File: src/sv/aazc_pkg.sv
package aazc_pkg;

    localparam int unsigned DEF_MAX_TRACKS = 16;

    // Restoring divider: one quotient bit per cycle over a 48-bit dividend.
    localparam int unsigned DIV_STEPS = 48;
    // Squares of dx, dy, dz and the radius go through one multiplier.
    localparam int unsigned SQ_STEPS  = 4;

    localparam logic [31:0] LCG_MUL  = 32'd1664525;
    localparam logic [31:0] LCG_INC  = 32'd1013904223;
    localparam logic [31:0] SEED_MIX = 32'h9e3779b9;

    localparam logic [1:0] ST_OK        = 2'd0;
    localparam logic [1:0] ST_BAD_RANGE = 2'd1;
    localparam logic [1:0] ST_FULL      = 2'd2;

    localparam logic [1:0] PH_INACTIVE = 2'd0;
    localparam logic [1:0] PH_ACTIVE   = 2'd1;
    localparam logic [1:0] PH_LINGER   = 2'd2;

    typedef struct packed {
        logic signed [23:0] zone_x;
        logic signed [23:0] zone_y;
        logic signed [23:0] zone_z;
        logic [23:0]        zone_radius;
        logic               everywhere;
        logic [31:0]        min_break_ms;
        logic [31:0]        max_break_ms;
        logic [31:0]        linger_ms;
    } cfg_t;

    typedef struct packed {
        logic       load_in;
        logic       dispatch;
        logic       sq_step;
        logic [1:0] sq_idx;
        logic       phase;
        logic       pick1;
        logic       pick2;
        logic       rd;
        logic       sched;
        logic       lvl;
        logic       mul;
        logic       div_step;
        logic       load_out;
    } cmd_t;

    typedef struct packed {
        logic is_add;
        logic range_bad;
        logic start_go;
        logic play_after;
        logic need_div;
    } stat_t;

    function automatic logic [31:0] sat_add(input logic [31:0] a, input logic [31:0] b);
        logic [32:0] s;
        s = {1'b0, a} + {1'b0, b};
        return s[32] ? 32'hFFFF_FFFF : s[31:0];
    endfunction

    function automatic logic [23:0] rnd24(input logic [31:0] s);
        logic [31:0] v;
        v = s * LCG_MUL + LCG_INC;
        return v[31:8];
    endfunction

endpackage

File: src/sv/aazc_ctrl.sv
module aazc_ctrl
    import aazc_pkg::*;
(
    input  logic  clk,
    input  logic  rst_n,
    input  logic  in_valid,
    output logic  in_ready,
    output logic  out_valid,
    input  logic  out_ready,
    input  stat_t st,
    output cmd_t  cmd
);

    localparam logic [3:0] S_IDLE  = 4'd0;
    localparam logic [3:0] S_DISP  = 4'd1;
    localparam logic [3:0] S_SQ    = 4'd2;
    localparam logic [3:0] S_PHASE = 4'd3;
    localparam logic [3:0] S_PICK1 = 4'd4;
    localparam logic [3:0] S_PICK2 = 4'd5;
    localparam logic [3:0] S_RD    = 4'd6;
    localparam logic [3:0] S_SCHED = 4'd7;
    localparam logic [3:0] S_LVL   = 4'd8;
    localparam logic [3:0] S_MUL   = 4'd9;
    localparam logic [3:0] S_DIV   = 4'd10;
    localparam logic [3:0] S_FIN   = 4'd11;

    logic [3:0] state_reg, state_next;
    logic [5:0] cnt_reg, cnt_next;
    logic       started_reg, started_next;
    logic       out_valid_reg, out_valid_next;

    assign in_ready  = (state_reg == S_IDLE);
    assign out_valid = out_valid_reg;

    always_comb
    begin
        state_next     = state_reg;
        cnt_next       = cnt_reg;
        started_next   = started_reg;
        out_valid_next = out_valid_reg & ~out_ready;
        cmd            = '0;
        cmd.sq_idx     = cnt_reg[1:0];
        unique case (state_reg)
            S_IDLE:
            begin
                if (in_valid)
                begin
                    cmd.load_in  = 1'b1;
                    started_next = 1'b0;
                    state_next   = S_DISP;
                end
            end
            S_DISP:
            begin
                cmd.dispatch = 1'b1;
                cnt_next     = '0;
                state_next   = (st.is_add || st.range_bad) ? S_FIN : S_SQ;
            end
            S_SQ:
            begin
                cmd.sq_step = 1'b1;
                cnt_next    = cnt_reg + 6'd1;
                if (cnt_reg == 6'(SQ_STEPS - 1))
                    state_next = S_PHASE;
            end
            S_PHASE:
            begin
                cmd.phase    = 1'b1;
                started_next = st.start_go;
                if (st.start_go)
                    state_next = S_PICK1;
                else if (st.play_after)
                    state_next = S_RD;
                else
                    state_next = S_FIN;
            end
            S_PICK1:
            begin
                cmd.pick1  = 1'b1;
                state_next = S_PICK2;
            end
            S_PICK2:
            begin
                cmd.pick2  = 1'b1;
                state_next = S_RD;
            end
            S_RD:
            begin
                cmd.rd     = 1'b1;
                state_next = started_reg ? S_SCHED : S_LVL;
            end
            S_SCHED:
            begin
                cmd.sched  = 1'b1;
                state_next = S_LVL;
            end
            S_LVL:
            begin
                cmd.lvl    = 1'b1;
                state_next = st.need_div ? S_MUL : S_FIN;
            end
            S_MUL:
            begin
                cmd.mul    = 1'b1;
                cnt_next   = '0;
                state_next = S_DIV;
            end
            S_DIV:
            begin
                cmd.div_step = 1'b1;
                cnt_next     = cnt_reg + 6'd1;
                if (cnt_reg == 6'(DIV_STEPS - 1))
                    state_next = S_FIN;
            end
            S_FIN:
            begin
                if (!out_valid_reg || out_ready)
                begin
                    cmd.load_out   = 1'b1;
                    out_valid_next = 1'b1;
                    state_next     = S_IDLE;
                end
            end
            default:
            begin
                state_next = S_IDLE;
            end
        endcase
    end

    always_ff @(posedge clk or negedge rst_n)
    begin
        if (!rst_n)
        begin
            state_reg     <= S_IDLE;
            cnt_reg       <= '0;
            started_reg   <= 1'b0;
            out_valid_reg <= 1'b0;
        end
        else
        begin
            state_reg     <= state_next;
            cnt_reg       <= cnt_next;
            started_reg   <= started_next;
            out_valid_reg <= out_valid_next;
        end
    end

endmodule

File: config.mk
export PLATFORM = sky130hd
export DESIGN_NAME = aazc_ctrl
export DESIGN_NICKNAME = d
export VERILOG_FILES = /design/src/sv/aazc_pkg.sv /design/src/sv/aazc_ctrl.sv
export SDC_FILE = /design/constraint.sdc
export NUM_CORES = 1
export LEC_CHECK = 0
export BUFFER_PORTS_ARGS = -buffer_cell sky130_fd_sc_hd__buf_2
export CORE_AREA = 2 2 44 56
export DETAILED_ROUTE_END_ITERATION = 7
export DIE_AREA = 0 0 46 58
export GPL_ROUTABILITY_DRIVEN = 0
export HOLD_SLACK_MARGIN = 0.15
export PLACE_DENSITY = 0.63
export SLEW_MARGIN = 20
export SYNTH_ARGS = -nofsm -noshare
export SYNTH_HDL_FRONTEND = slang
export SYNTH_SLANG_ARGS = --single-unit
File: constraint.sdc
create_clock -name clk -period 2.05 [get_ports clk]
set_input_delay 0.1025 -clock clk [delete_from_list [all_inputs] [get_ports clk]]
set_output_delay 0.1025 -clock clk [all_outputs]
set_load 0.02 [all_outputs]
# After elaboration in Yosys (flattened, before gate mapping)
# Index checks and enable logic that the tools add are counted.
dict set report word_totals {
  regBits 12
  word_cells 63
  in_bits 9
  output_inout_bits 16
}
dict set report classes {
  add_sub_neg 1
  reduce_logical 10
  bitwise 2
  eq_ne 17
  mux 29
}
# op count
set op_table {}
lappend op_table {{$pmux W4 S12} 1}
lappend op_table {{$mux W4} 8}
lappend op_table {{$mux W1} 17}
lappend op_table {{$eq A4 B3 Y1 const B} 4}
lappend op_table {{$eq A4 B4 Y1 const B} 4}
lappend op_table {{$pmux W6 S2} 1}
lappend op_table {{$eq A4 B2 Y1 const B} 2}
lappend op_table {{$ne A2 B2 Y1 const B} 4}
lappend op_table {{$add A6 B1 Y6 const B} 1}
lappend op_table {{$eq A6 B2 Y1 const B} 1}
lappend op_table {{$eq A6 B6 Y1 const B} 1}
lappend op_table {{$eq A4 B1 Y1 const B} 1}
lappend op_table {{$logic_not A4 Y1} 1}
lappend op_table {{$reduce_and A4 Y1} 1}
lappend op_table {{$reduce_bool A2 Y1} 2}
lappend op_table {{$reduce_or A2 Y1} 2}
lappend op_table {{$logic_or A1 B1 Y1} 2}
lappend op_table {{$mux W2} 1}
lappend op_table {{$pmux W1 S2} 1}
lappend op_table {{$reduce_and A2 Y1} 1}
lappend op_table {{$and A1 B1 Y1} 1}
lappend op_table {{$logic_not A1 Y1} 1}
lappend op_table {{$not A1 Y1} 1}

# Logic depth before layout (Yosys ltp)
dict set report logic_depth {
  word_depth 4
  mapped_depth 6
  depth_no_buf 5
}

# Least setup slack after synthesis
# Ideal clock, no wire load.
dict set report synth_path {
  path_type {register to register}
  from {reg state_reg[1]}
  to {reg started_reg}
  t_arrival_ns 1.430
  setup_slack_ns 0.467
  setup_ns 0.153
  required_time_ns 1.897
  path_buffers 2
  stages_incl_launch_ff 6
  cell_sequence {dfrtp_1 -> buf_2 -> buf_4 -> nand2_1 -> nor3_1 -> o31ai_1}
}
dict set report synth_via {
  elab_chain_len 3
  word_cells_on_any_way 6
  classes_between {eq/ne: 2; mux: 1; reduce/logical: 3}
}
# item line_no
set synth_lines {}
lappend synth_lines {{start, declared} aazc_ctrl.sv:27} ;# logic [3:0] state_reg, state_next;
lappend synth_lines {{start signal, assigned} aazc_ctrl.sv:142} ;# state_reg <= state_next;
lappend synth_lines {{$eq A4 B2 Y1 / $logic_not A4 Y1 (equally long branches)} aazc_ctrl.sv:43} ;# unique case (state_reg)
lappend synth_lines {{$reduce_bool A2 Y1 (no source line) / $ne A2 B2 Y1 (equally long branches)} -}
lappend synth_lines {{$reduce_and A2 Y1 (no source line)} -}
lappend synth_lines {{end signal, assigned} aazc_ctrl.sv:144} ;# started_reg <= started_next;
lappend synth_lines {{end, declared} aazc_ctrl.sv:29} ;# logic started_reg, started_next;
# Several ways; a longest one is shown, not always the timed one.
# A chain may end at the register's enable or synchronous reset.

==> impl_metrics.toml <==
[synth]
yosysUniqueCellTypes = 34
synth.top_cells.by_count = "nor2_1, dfrtp_1, nand2_1, nor3_1"
yosys.area.top_type = "dfrtp_1"
syn_avg_cell_area_sq_um = 8.33
synth_top_cell_area_share = 0.331
ys_ff_latch = 12
yosysWarningCount = 0
synthTopCellsByArea = "dfrtp_1, nor2_1, nand2b_1"
synth-edff-count = 0
netlist_instances = 109
synth_ff_type = "dfrtp_1"
ys_async_sr_fraction = 1.00
yosysMostFrequentCell = "nor2_1"
ys_seq_area_frac = 0.331
synth_nets = 119
syn-cell-area_sq_um = 908

[drt]
remaining_drc_errors = 0
dr_wl_met2_mm = 1.12
viasPerCell = 5.70
wl_met1_um = 954
wl_mm = 2.18
drtPass1Iterations = 4
ant_nets = 0
num_vias = 872
wl_met3_um = 75
drtIter0Drc = 36
routed.top_layer = "met4"
wl_per_cell_um = 14.3

[power_and_ir_drop]
power_leakage_uw = 0.000489
total_power_uw = 1640
power_density_nw_per_um2 = 1530
peakVddDrop_mv = 0.767

[flow_run]
maxCapViolations = 0

[setup_path]
cp_slowest_cell = "dfrtp_1"
critPathMaxStageDelay_ns = 0.71
path_buf_inv = 1
path_cells = "nand2_1 -> nor3_1 -> buf_2"
critPathArrivalTime_ns = 1.72
cp.required_ns = 1.95
cpLargestDelayFamily = "flip-flops"
end_kind = "primary output"
crit_fanout = 17
path_class = "reg2out"
startpoint_type = "register"

[global_routing]
grt_first_pass_wirelength_mm = 3.73
grt_pass1_vias = 860
antenna_found_initial = 0
track_usage = 0.189
gr-total-overflow = 0
grt_max_degree = 20

[sta]
rsz0062_at_grt = "no"
worst_pin_slew_ns = 0.570
clock.fmax_ghz = 0.548
finalCritPeriodShare = 0.891
worst_slack_ns = 0.224
setup-tns-final_ns = 0
fin_crit_ns = 1.83
setup_viol = 0
slew_headroom = 0.620
finClkSkew_ns = 0.00576
report.final.slew_viol_count = 0
final-hold-violation-count = 0

[clock_tree]
clk_latency_ns = 0.27
numCtsBuffers = 3
clkTransAtPathRegs_ns = 0.07
clk_path_buf_depth = 2
cts-root-buf = "clkbuf_4"
clock-sinks = 12
htree_levels = 1
cts_tree = "done"

[final_layout]
num_antenna_cells = 0
final_core_util = 0.500
fillCellCount = 214
largest_reg_flops = 6
final_nets = 144
area_delta_synth_final_pct = 17.8
drive_above_1_share = 0.280

[status]
run_status = "complete, no violations"

[place]
hpwl_mm = 1.64
portBuffers = 24
pre_cts_ws_ns = 0.359

[die]
fp-row-count = 19
die-area_sq_um = 2670
io_pins = 25
die_h_um = 58
die_w_um = 46
start_util = 0.425
fp.coreArea_sq_um = 2140

[worst_hold_path]
hold_path.class = "in2reg"
## kinds of logic (layout without fill, tap and decap cells)
family	after synthesis	after routing	share of synthesized area
xor+xnor	2	2	0.0193
simple gates	53	53	0.331
buf+inv	13	36	0.0744
flops	12	12	0.331
compound gates	28	28	0.231
fa+ha+maj	1	1	0.0138
## tightest hold or removal path, cell delays in order
cell     delay [ns]
buf_2          0.08
and2_1         0.14
o31ai_1        0.07
## cell type report
class	instances	area (sq um)	share of cell area
clock buffer	3	22.5	0.0211
inverter	4	15.0	0.0140
multi-input combinational	84	541	0.505
sequential	12	300	0.281
tap	21	26.3	0.0246
timing repair buffer	29	165	0.154
## where the power goes
| part | total [uW] | switching [uW] | leakage [uW] | internal [uW] |
|---|---|---|---|---|
| registers | 510 | 186 | 0.000153 | 324 |
| clock network | 148 | 80.1 | 0.0000138 | 68.0 |
| logic | 978 | 570 | 0.000322 | 408 |
## path summary, 6_finish.rpt
| path | slack, ns | to | start | cells after the start |
|---|---|---|---|---|
| setup / recovery | 0.22 | cmd[8] | state_reg[1] | 3 |
| hold / removal | 0.16 | started_reg | in_valid | 3 |
| setup reg to reg | 0.34 | state_reg[3] | cnt_reg[0] | 5 |
| hold reg to reg | 0.52 | out_valid | out_valid | 2 |
| max in group asynchronous | 1.59 | started_reg | rst_n | 2 |
| min in group asynchronous | 0.23 | cnt_reg[2] | rst_n | 2 |
## metal layers
layer	up-vias	track usage
met2	18	0.315
met4	0	0.0857
met1	415	0.232
li1	435	-
met3	4	0.0280
met5	-	0
## metrics by stage
stage / hold slack, ns / cell area [sq um] / std cells
2_1_floorplan: -0.193 / 908 / 109
3_3_place_gp: 0.00581 / 1020 / 147
3_5_place_dp: 0.00128 / 1020 / 147
4_1_cts: 0.153 / 1070 / 153
5_1_grt: 0.184 / 1070 / 153
6_report: 0.157 / 1070 / 153
## cell usage in the layout (no fill, tap or decap), drive strengths merged
cell         count
ha               1
clkbuf           3
nand2b           9
and2b            1
nand3            3
o31ai            1
o2bb2ai          1
a2111oi          1
a32oi            1
a211oi           2
nor4             1
and2             1
nor2            16
a31oi            3
o21a             1
dlygate4sd3      3
dfrtp           12
and4b            1
o2111ai          1
o21ai            5
a22oi            3
a21o             1
nand2            7
or3              1
nand4b           3
buf             26
xnor2            2
nor3             8
nor2b            2
a21oi            6
o22ai            2
inv              4
## repair_timing
action	CTS	global route
gates resized for setup	0	0
hold endpoints to repair	14	0
hold buffers	3	0
setup buffers	0	0
Power figures use the tool's default switching activity.
